[config.mk]
export PLATFORM = sky130hd
export DESIGN_NAME = scba_chunk_mem
export DESIGN_NICKNAME = d
export VERILOG_FILES = /design/src/rtl/scba_pkg.sv /design/src/rtl/scba_chunk_mem.sv
export SDC_FILE = /design/constraint.sdc
export NUM_CORES = 1
export LEC_CHECK = 0
export BUFFER_PORTS_ARGS = -buffer_cell sky130_fd_sc_hd__buf_2
export CAP_MARGIN = 30
export CELL_PAD_IN_SITES_DETAIL_PLACEMENT = 1
export CELL_PAD_IN_SITES_GLOBAL_PLACEMENT = 1
export CORE_MARGIN = 4
export CORE_UTILIZATION = 55
export DETAILED_ROUTE_END_ITERATION = 8
export PLACE_DENSITY = 0.89
export RECOVER_POWER = 50
export SLEW_MARGIN = 20
export SYNTH_ARGS = -nofsm -noshare
export SYNTH_HDL_FRONTEND = slang
export SYNTH_SLANG_ARGS = --single-unit
[constraint.sdc]
create_clock -name clk -period 5.37 [get_ports clk]
set_input_delay 0 -clock clk [delete_from_list [all_inputs] [get_ports clk]]
set_output_delay 0 -clock clk [all_outputs]
set_load 0.02 [all_outputs]
[src/rtl/scba_pkg.sv]
package scba_pkg;

  localparam int unsigned NUM_CHUNKS  = 16;
  localparam int unsigned NUM_CLASSES = 8;
  localparam int unsigned CHUNK_W     = 4;
  localparam int unsigned CLASS_W     = 3;
  localparam int unsigned BLOCK_W     = 7;
  localparam int unsigned LINK_W      = 5;
  localparam int unsigned HEAD_W      = 8;
  localparam int unsigned COUNT_W     = 7;
  localparam int unsigned ACTIVE_W    = 5;
  localparam int unsigned OFFSET_W    = 12;
  localparam int unsigned BADDR_W     = CHUNK_W + BLOCK_W;

  localparam logic [LINK_W-1:0]   NIL_CHUNK  = 5'd16;
  localparam logic [HEAD_W-1:0]   NIL_BLOCK  = 8'hFF;
  localparam logic [BLOCK_W-1:0]  BLOCKS_MAX = 7'd126;
  localparam logic [32:0]         MAXB       = 33'd4048;
  localparam logic [32:0]         MAGIC      = 33'd8;
  // header plus magic
  localparam logic [OFFSET_W-1:0] PAYLOAD_BASE = 12'd56;

  typedef enum logic [1:0] {
    ST_OK        = 2'd0,
    ST_TOO_LARGE = 2'd1,
    ST_NO_CHUNK  = 2'd2,
    ST_BAD_FREE  = 2'd3
  } status_t;

  typedef struct packed {
    logic [CLASS_W-1:0] cls;
    logic [COUNT_W-1:0] avail;
    logic [COUNT_W-1:0] used;
    logic [HEAD_W-1:0]  head;
    logic [LINK_W-1:0]  prev;
    logic [LINK_W-1:0]  next;
  } chunk_rec_t;

  typedef struct packed {
    logic               en;
    logic [CHUNK_W-1:0] addr;
    chunk_rec_t         data;
    logic               we_info;
    logic               we_prev;
    logic               we_next;
  } chunk_wr_t;

  typedef struct packed {
    logic [HEAD_W-1:0]  next;
    logic [BLOCK_W-1:0] span;
  } block_rec_t;

  typedef struct packed {
    logic               en;
    logic [BADDR_W-1:0] addr;
    block_rec_t         data;
  } block_wr_t;

  function automatic logic [COUNT_W-1:0] class_blocks(input logic [CLASS_W-1:0] c);
    case (c)
      3'd0:    return 7'd126;
      3'd1:    return 7'd63;
      3'd2:    return 7'd31;
      3'd3:    return 7'd15;
      3'd4:    return 7'd7;
      3'd5:    return 7'd3;
      default: return 7'd1;
    endcase
  endfunction

  function automatic logic [CLASS_W-1:0] class_of(input logic [32:0] need);
    if (need <= 33'd32)        return 3'd0;
    else if (need <= 33'd64)   return 3'd1;
    else if (need <= 33'd128)  return 3'd2;
    else if (need <= 33'd256)  return 3'd3;
    else if (need <= 33'd512)  return 3'd4;
    else if (need <= 33'd1024) return 3'd5;
    else if (need <= 33'd2048) return 3'd6;
    else                       return 3'd7;
  endfunction

  function automatic logic [OFFSET_W-1:0] offset_of(input logic [CLASS_W-1:0] c,
                                                     input logic [BLOCK_W-1:0] b);
    logic [18:0] sc;
    logic [3:0]  sh;
    sh = {1'b0, c} + 4'd5;
    sc = {12'd0, b} << sh;
    if (c == 3'd7) return PAYLOAD_BASE;
    return PAYLOAD_BASE + sc[OFFSET_W-1:0];
  endfunction

endpackage

[src/rtl/scba_chunk_mem.sv]
module scba_chunk_mem
  import scba_pkg::*;
(
  input  logic               clk,
  input  chunk_wr_t          wr,
  input  logic [CHUNK_W-1:0] rd_addr,
  output chunk_rec_t         rd_data
);

  chunk_rec_t mem [NUM_CHUNKS];

  // field enables act like byte enables on one write port
  always_ff @(posedge clk) begin
    if (wr.en) begin
      if (wr.we_info) begin
        mem[wr.addr].cls   <= wr.data.cls;
        mem[wr.addr].avail <= wr.data.avail;
        mem[wr.addr].used  <= wr.data.used;
        mem[wr.addr].head  <= wr.data.head;
      end
      if (wr.we_prev) begin
        mem[wr.addr].prev <= wr.data.prev;
      end
      if (wr.we_next) begin
        mem[wr.addr].next <= wr.data.next;
      end
    end
    rd_data <= mem[rd_addr];
  end

endmodule

# Yosys cells after proc, flatten, opt, wreduce, memory -nomap -nowiden
# Memory sizes are Yosys's and may differ from the RTL's. A register that Yosys moved wholly into a read port is not among the register bits.
# Index checks and enable logic that the tools add are counted.
# word_totals
register_bits	0
mem_bits_rw	560
in_bits	48
out_inout_bits	35
word_cells	10
memories	1
# op_classes
n_mux	9
# mem_list
memory	depth	word_bits	read_ports	rd_ports_with_merged_regs	write_ports	line_no	rtl
mem	16	35	1	1	1	scba_chunk_mem.sv:10	chunk_rec_t mem [NUM_CHUNKS];
# ops
op	n
$mux 1	9

# Logic depth before layout (Yosys ltp)
# Gate-level depths: netlist (run 1).
# depth
depth_word	3
ltp_mapped	6
ltp_nobuf	3

# Least setup slack after synthesis (run 1)
# Ideal clock, no wire load.
# synth_path
path_type	input-to-reg
start	in wr[40] (netlist bit)
end	mem mem[12][10] (netlist bit) (enable)
setup_ps	470
arrival_time_ps	2798
t_required_ps	4900
path_slack_ps	2102
path_stages	3
path_buffers	1
cell_sequence	clkbuf_1 > nand2_1 > nor4_1
# synth_lines
item	line_no	rtl
start, declared	scba_chunk_mem.sv:5	input chunk_wr_t wr,
end, declared	scba_chunk_mem.sv:10	
# No word-level cell before the write port.

# Final worst setup path (run 1)
# layout_path
start	in wr[39] (netlist bit)
end	mem mem[2][20] (netlist bit) (enable)
# No word-level cell before the write port.

==> reports/metrics.cfg, run 1 <==
[run_status]
outcome=finished clean

[detailed_routing]
vias=11000
drcViolationCount=0
wl_per_cell_um=32.7
wl_met3_um=4570
antenna_left=0
routed_wirelength_um=55500
dr.pass1.iters=5
top_layer=met5
drtIter0Drc=1196
vias_per_cell=6.49
wl_met2_um=28700
wl_met1_um=20600

[clocking]
cts_buffers=56
cts_tree=done
clock_path_buffers=3
cts_max_level=2
clk_latency_ns=0.60
root_buffer=clkbuf_16
clock-sinks=595
clk_pin_slew_ns=0.06

[critical_path]
critical_path_peak_fanout=13
crit_type=primary input to register
path_buf_inv=3
cp_top_family=simple AND/OR/NAND/NOR gates
critPathRequiredTime_ns=5.68
endpoint_kind=register
r2r_start=mem[13][14]$_DFFE_PP_
worstPathCellList=dlygate4sd3_1 -> buf_2 -> nor2b_1 -> nand2_1 -> nor2_4 -> buf_16
cp_slowest_cell=nor2_4
startpoint_type=primary input
startpoint=wr[39]
slowest_delay_ns=0.61
arrival_ns=2.29

[die]
initial_core_util_pct=55.8
core_um2=39900
ioPinCount=83
die_area_um2=43800
std_cell_rows=73
fp.dieW_um=209
die_h_um=209

[synthesis]
yosys-top-cells-count=edfxtp_1, mux4_2, a22oi_1
syn_area_per_cell_um2=22.9
synth_edf_count=560
synth_fp_nets=1019
ys_top_cells_by_area=edfxtp_1, mux4_2, mux4_1
synth-seq-cells=595
yosysMostFrequentCell=edfxtp_1
ys_warn_count=0
synth_top_cell_by_area=edfxtp_1
ys_async_sr_fraction_pct=0
synth_top_area_share_pct=75.5
netlist_instances=971
ys_seq_area_share_pct=78.6
synthFlopType=edfxtp_1
synth_cell_types=17
synthesis.area_um2=22300

[power]
power.leakage_nw=8.28
power_density_nw_per_um2=372
vdd_drop_max_v=0.000308
power.total_mw=9.56

[finish]
multi_input_area_um2=4510
fillerInstances=3132
utilization_pct=64.4
syn2layout_area_growth_pct=15.4
layout-drive-gt1-share_pct=19.8
seqCellArea_um2=17500
fin_nets=1173
layout.cells.non_filler=1699

[min_path]
holdCritPathClass=primary input to register
min_from=rd_addr[1]

[global_routing]
track_usage_pct=25.7
grt_pass1_vias=12000
grt.overflow.total=0
grt_pass1_wl_um=81800
grt_max_degree=86
antenna_found_initial=2

[sta]
maxSlewViolCount=0
fmax_mhz=503
finalSetupViolCount=0
tightest_slew_ns=0.903
fin_ws_ns=3.38
hold_violations=0
tns_ns=0
finalCriticalPeriod_ns=1.99
finalClockSkew_ns=0.0154
rsz0062_at_grt=false
finalCritPeriodShare_pct=37.0
slew_headroom_pct=39.3

[place]
gp_congestion=0.725
dp_slack_ns=2.94
port_buffers=82
place_inst=1550
dpl.hpwl_um=29900

[run]
drv_cap=0

timing repair:
| action | CTS | global route |
|---|---|---|
| hold buffers | 40 | 0 |
| buffers inserted | 0 | 0 |
| resized for setup | 0 | 0 |
| endpoints found under the setup margin | 0 | 0 |
| endpoints found under the hold margin | 572 | 0 |
cell usage in the layout, fill, tap and decap left out, drive strengths merged, types with 20 or more instances in the layout:
master,instances
nor2,45
dlygate4sd3,40
dfxtp,35
mux4,140
a22oi,70
buf,39
clkbuf,151
clkinv,20
nand2,49
edfxtp,560
power by group:
group | total (mW) | internal (mW) | leakage (nW) | switching (mW)
Combinational | 0.491 | 0.182 | 2.05 | 0.309
Sequential | 5.18 | 5.15 | 5.34 | 0.0303
Clock | 3.88 | 2.16 | 0.885 | 1.72
final timing paths:
path | end | slack [ns] | cells after the start
worst max-delay path | mem[2][20]$_DFFE_PP_ | 3.38 | 6
worst min-delay path | rd_data[29]$_DFF_P_ | 0.09 | 4
worst max register to register | rd_data[14]$_DFF_P_ | 3.87 | 3
worst min register to register | rd_data[1]$_DFF_P_ | 0.67 | 3
state kept, by name (all words and copies together), names as in the netlist:
| signal | count |
|---|---|
| mem | 560 |
| rd_data | 35 |
kinds of logic (layout without fill, tap and decap cells):
| logic type | count (synthesis) | count (layout) | share of synthesized area (%) |
|---|---|---|---|
| AO/OA/AOI/OAI | 70 | 70 | 2.36 |
| buffers and inverters | 54 | 256 | 1.82 |
| flip-flops | 595 | 595 | 78.6 |
| multiplexers | 140 | 140 | 15.1 |
| other | 0 | 1 | 0 |
| AND/OR/NAND/NOR | 112 | 112 | 2.07 |
metrics by stage:
stage | hold WS (ns) | cell area, um^2
after detailed placement | 0.384 | 23500
after floorplan | 0.0989 | 22300
after CTS | 0.266 | 25700
final | 0.0873 | 25700
after global routing | 0.0948 | 25700
after global placement | 0.359 | 23200
per-layer routing:
metal,GRT usage [%],vias up
met5,0,-
met4,7.22,4
met3,5.39,121
met2,43.5,630
met1,34.4,5824
li1,-,4446
layout make-up:
type	count	share of cell area, %
Timing Repair Buffer	150	4.80
Multi-Input combinational cell	322	17.5
Clock inverter	26	0.623
Clock buffer	80	6.35
Tap cell	525	2.55
Antenna cell	1	0.00973
Sequential cell	595	68.1
tightest hold or removal path, delay by kind of cell:
family                 cells  cell delay, ns
AOI/OAI and AO/OA          1            0.07
buffers and inverters      1            0.24
muxes                      1            0.27
and+or+nand+nor            1            0.06
Note: power is estimated with default switching activity, not from simulation.
==> run 2, diff against run 1 <==
- clock period: 5.37 -> 2.04 ns (I/O delays scaled with it)
==> run 2 against run 1 <==
Setup slack worse by 3.2 ns. Critical path depth down 1. Clock skew is 0.0075 ns higher. Largest power group unchanged. Worst hold slack worse by 0.031 ns. Combinational power grew to 2.7 times the previous value. Register-to-register slack got worse by 3.3 ns. Largest cell class unchanged. Die area unchanged. Sequential power grew to 2.6 times the previous value. Design area increased by 0.60%. First-iteration DRC count is 6.2% higher.
==> reports/metrics.cfg, run 2 (synthesized netlist as in run 1, its figures left out) <==
[run_status]
outcome=finished clean

[sta]
maxSlewViolCount=0  ; unchanged
finalCritPeriodShare_pct=89.9
finalSetupViolCount=0  ; unchanged
finalCriticalPeriod_ns=1.83
slew_headroom_pct=21.4  ; -18 points
tightest_slew_ns=1.18  ; +0.275 ns
hold_violations=0  ; unchanged
finalClockSkew_ns=0.0229  ; +0.00752 ns
fin_ws_ns=0.206  ; -3.18 ns
fmax_mhz=545
rsz0062_at_grt=false

[clocking]
postCtsHoldBufs=40  ; unchanged
root_buffer=clkbuf_16
cts_max_level=2  ; unchanged
clock_path_buffers=3  ; unchanged
cts_setup_buffers=0  ; unchanged
cts_tree=done
cts_buffers=58  ; +3.6%
clk_pin_slew_ns=0.07  ; about the same
clock-sinks=595  ; unchanged
clk_latency_ns=0.63  ; +0.03 ns
cts_resized=0  ; unchanged

[finish]
syn2layout_area_growth_pct=16.1
layout-drive-gt1-share_pct=20.6  ; +0.80 points
final_area_um2=25900  ; +0.60%
layout.cells.non_filler=1711  ; +0.71%
largest_register_ffs=560  ; unchanged
top_regs=mem x560, rd_data x35
utilization_pct=64.8  ; +0.39 points
fin_nets=1186  ; +1.1%
layout_common_cells=edfxtp_1, mux4_2, clkbuf_1
antennaDiodeCount=0  ; -1
final_common_cell=edfxtp_1
top_register=mem

[place]
dp_slack_ns=0.350  ; -2.59 ns
place_inst=1563  ; +0.84%
port_buffers=82  ; unchanged
dpl.hpwl_um=30200  ; +0.91%
gp_congestion=0.777  ; +7.1%
place_area_um2=23700  ; +0.57%

[global_routing]
grt_pass1_wl_um=83900  ; +2.6%
grt.overflow.total=0  ; unchanged
grt_pass1_vias=12000  ; +0.58%
grt_max_degree=42  ; -51%
track_usage_pct=26.7  ; +0.98 points
antenna_found_initial=0  ; -2

[power]
power.leakage_nw=8.37  ; +1.1%
power_density_nw_per_um2=997  ; +170%
vdd_drop_max_v=0.000797  ; +160%
power.total_mw=25.8  ; +170%

[detailed_routing]
vias_per_cell=6.44  ; -0.68%
drtIter0Drc=1270  ; +6.2%
dr.pass1.iters=7  ; +2
vias=11000  ; +0.018%
antenna_left=0  ; unchanged
drcViolationCount=0  ; unchanged
routed_wirelength_um=57600  ; +3.9%
wl_per_cell_um=33.7  ; +3.1%

[die]
fp.dieW_um=209  ; unchanged
core_um2=39900  ; unchanged
std_cell_rows=73  ; unchanged
die_h_um=209  ; unchanged
die_area_um2=43800  ; unchanged
ioPinCount=83  ; unchanged
initial_core_util_pct=55.8  ; unchanged

[critical_path]
worstPathCellList=dlygate4sd3_1 -> buf_2 -> nand2_1 -> nor4_4 -> clkbuf_2
cp_top_family=buffers and inverters
arrival_ns=2.06  ; -0.23 ns
slowest_delay_ns=0.93  ; +0.32 ns
startpoint_type=primary input
path_buf_inv=3  ; unchanged
critPathRequiredTime_ns=2.26  ; -3.42 ns
critical_path_peak_fanout=25  ; +12
endpoint_kind=register
crit_type=primary input to register
cp_slowest_cell=clkbuf_2

[min_path]
holdCritPathClass=primary input to register

[run]
drv_cap=0  ; unchanged

## run 2: worst min-delay path, delay by kind of cell
family	cells	cell delay, ns
buf+inv	2	0.39
simple gates	1	0.13
## run 2: per-layer routing
| layer | global-route usage, % | share of wire, % | routed length [um] | vias to the layer above |
|---|---|---|---|---|
| li1 | - | - | - | 4471 |
| met1 | 34.7 | 37 | 21200 | 5847 |
| met2 | 46.0 | 53 | 30400 | 592 |
| met3 | 5.06 | 7.1 | 4070 | 117 |
| met4 | 8.66 | 3.3 | 1930 | 0 |
| met5 | 0 | 0 | 0 | - |
## run 2: report_power, final
part	total [mW]	switching, mW	internal (mW)
Clock	10.8	4.69	6.11
Combinational	1.33	0.830	0.496
Sequential	13.7	0.0896	13.6
## run 2: path summary, 6_finish.rpt
| path | from | end | slack, ns | cells after the start |
|---|---|---|---|---|
| max | wr[41] | mem[12][13]$_DFFE_PP_ | 0.21 | 5 |
| max reg2reg | mem[13][7]$_DFFE_PP_ | rd_data[7]$_DFF_P_ | 0.59 | 3 |
| min reg2reg | mem[12][14]$_DFFE_PP_ | rd_data[14]$_DFF_P_ | 0.69 | 3 |
| min | wr[40] | mem[3][3]$_DFFE_PP_ | 0.06 | 3 |
## run 2: area by class of cell
class                      count  area, um^2
sequential                   595       17500
timing repair buffer         161        1290
clock buffer                  77        1540
multi-input combinational    322        4510
tap                          525         657
fill                        3112       14000
clock inverter                31         345
## run 2: per-stage QoR
step | setup TNS [ns] | hold WS (ns)
6_report | 0 | 0.0564
3_3_place_gp | 0 | 0.359
4_1_cts | 0 | 0.000961
2_1_floorplan | -10.09 | 0.0989
5_1_grt | 0 | 0.0587
3_5_place_dp | 0 | 0.375
==> run 3, diff against run 2 <==
--- a/constraint.sdc
+++ b/constraint.sdc
@@ -3,2 +3,2 @@
 set_output_delay 0 -clock clk [all_outputs]
-set_load 0.02 [all_outputs]
+set_load 0.1 [all_outputs]
==> run 3 against run 2 <==
Core utilization rose by 0.050 points. Global-route usage did not move. Combinational power rose by 37%. Clock-buffer cell count did not move.
==> reports/metrics.cfg, run 3 (synthesized netlist as in run 1, its figures left out) <==
[run_status]
outcome=finished clean

[detailed_routing]
drtIter0Drc=1333  ; +5.0%
dr.pass1.iters=6  ; -1
antenna_left=0  ; unchanged
routed_wirelength_um=57700  ; +0.20%
vias=11000  ; -0.045%
drcViolationCount=0  ; unchanged
wl_per_cell_um=33.8  ; +0.20%
vias_per_cell=6.44  ; about the same

[global_routing]
grtUsageMet2_pct=46.0  ; unchanged
grt_max_degree=42  ; unchanged
grtUsageMet1_pct=34.7  ; unchanged
busiest_layer=met2
grt_pass1_wl_um=83900  ; unchanged
antenna_found_initial=0  ; unchanged
track_usage_pct=26.7  ; unchanged
grt.overflow.total=0  ; unchanged
grt_pass1_vias=12000  ; unchanged
grt_util_met3_pct=5.06  ; unchanged

[power]
vdd_drop_max_v=0.000802  ; +0.61%
power_density_nw_per_um2=1020  ; +1.9%
power.total_mw=26.3  ; +2.0%
power.leakage_nw=8.46  ; +0.99%

[critical_path]
reg2regPathDepth=3  ; unchanged
r2r-end=rd_data[5]$_DFF_P_
arrival_ns=2.05  ; about the same
critPathRequiredTime_ns=2.27  ; about the same
r2r_start=mem[10][5]$_DFFE_PP_
crit_type=primary input to register
endpoint_kind=register
worstPathCellList=dlygate4sd3_1 -> buf_2 -> nand2_1 -> nor4_4 -> clkbuf_2
path_depth=5  ; unchanged
startpoint_type=primary input
path_buf_inv=3  ; unchanged
cp_top_family=buffers and inverters
r2r_setup_slack_ns=0.59  ; about the same
cp_slowest_cell=clkbuf_2
slowest_delay_ns=0.92  ; about the same
critical_path_peak_fanout=25  ; unchanged

[place]
port_buffers=82  ; unchanged
dpl.hpwl_um=30200  ; unchanged
place_area_um2=23700  ; unchanged
dp_slack_ns=0.350  ; unchanged
gp_congestion=0.777  ; unchanged

[clocking]
cts_max_level=2  ; unchanged
clock-sinks=595  ; unchanged
cts_tree=done
clk_pin_slew_ns=0.07  ; about the same
cts_buffers=58  ; unchanged
clock_path_buffers=3  ; unchanged
root_buffer=clkbuf_16
clk_latency_ns=0.64  ; about the same

[die]
fp.dieW_um=209  ; unchanged
die_area_um2=43800  ; unchanged
initial_core_util_pct=55.8  ; unchanged
die_h_um=209  ; unchanged
ioPinCount=83  ; unchanged
std_cell_rows=73  ; unchanged
core_um2=39900  ; unchanged

[finish]
final_common_cell=edfxtp_1
antennaDiodeCount=0  ; unchanged
top_regs=mem x560, rd_data x35
layout_common_cells=edfxtp_1, mux4_2, a22oi_1
top_register=mem
fillerInstances=3102  ; -0.32%
syn2layout_area_growth_pct=16.2  ; about the same
fin_nets=1186  ; unchanged
utilization_pct=64.9  ; about the same
largest_register_ffs=560  ; unchanged
layout-drive-gt1-share_pct=22.9  ; +2.4 points
final_area_um2=25900  ; about the same

[sta]
maxSlewViolCount=0  ; unchanged
finalCriticalPeriod_ns=1.82  ; -0.0128 ns
finalClockSkew_ns=0.0268  ; +0.00386 ns
finalCritPeriodShare_pct=89.3  ; -0.63 points
fmax_mhz=549  ; +0.70%
finalSetupViolCount=0  ; unchanged
slew_headroom_pct=22.4  ; +1.0 points
hold_violations=0  ; unchanged
tightest_slew_ns=1.16  ; -0.0153 ns
rsz0062_at_grt=false
fin_ws_ns=0.219  ; +0.0128 ns

[min_path]
holdCritPathClass=primary input to register
whs_endpoint=mem[3][3]$_DFFE_PP_
min_from=wr[40]
hold_path_depth=3  ; unchanged

[run]
drv_cap=0  ; unchanged

-- run 3: where the power goes --
group,switching [mW],internal (mW),total [mW]
combinational,1.31,0.512,1.82
clock,4.71,6.11,10.8
sequential,0.0877,13.6,13.7
-- run 3: metal layers --
layer | up-vias | part of all wire [%]
met2 | 618 | 53
met5 | - | 0
met3 | 120 | 7.5
met1 | 5815 | 37
li1 | 4469 | -
met4 | 0 | 3.4
-- run 3: area by class of cell --
cell class	instances	area [um^2]	share of cell area [%]
Clock buffer	77	1540	5.96
Clock inverter	31	345	1.33
Multi-Input combinational cell	322	4510	17.4
Sequential cell	595	17500	67.7
Tap cell	525	657	2.54
Timing Repair Buffer	161	1310	5.07
-- run 3: how the worst max path moves through the flow --
stage / from / endpoint / slack [ns]
detailed placement: wr[39] / mem[6][2]$_DFFE_PP_ / 0.35
global route: wr[38] / mem[15][32]$_DFFE_PP_ / 0.17
CTS: wr[41] / mem[11][1]$_DFFE_PP_ / 0.40
floorplan: wr[40] / mem[12][10]$_DFFE_PP_ / -0.20
global placement: rd_addr[0] / rd_data[7]$_DFF_P_ / 0.38
finish: wr[41] / mem[12][32]$_DFFE_PP_ / 0.22
-- run 3: what timing repair did --
action / CTS / global route
setup endpoints to repair: 0 / 0
resized for setup: 0 / 0
setup buffers: 0 / 0
hold endpoints to repair: 572 / 0
hold buffers: 40 / 0
-- run 3: tightest hold or removal path: stages --
cell and delay (ns):
buf_2 0.21, nor4_1 0.13, buf_4 0.18
-- run 3: per-stage QoR --
stage | setup TNS (ns) | std cells | hold WS [ns]
3_5_place_dp | 0 | 1563 | 0.375
5_1_grt | 0 | 1711 | 0.0587
2_1_floorplan | -10.09 | 971 | 0.0989
4_1_cts | 0 | 1711 | 0.000961
6_report | 0 | 1711 | 0.0539
3_3_place_gp | 0 | 1563 | 0.359
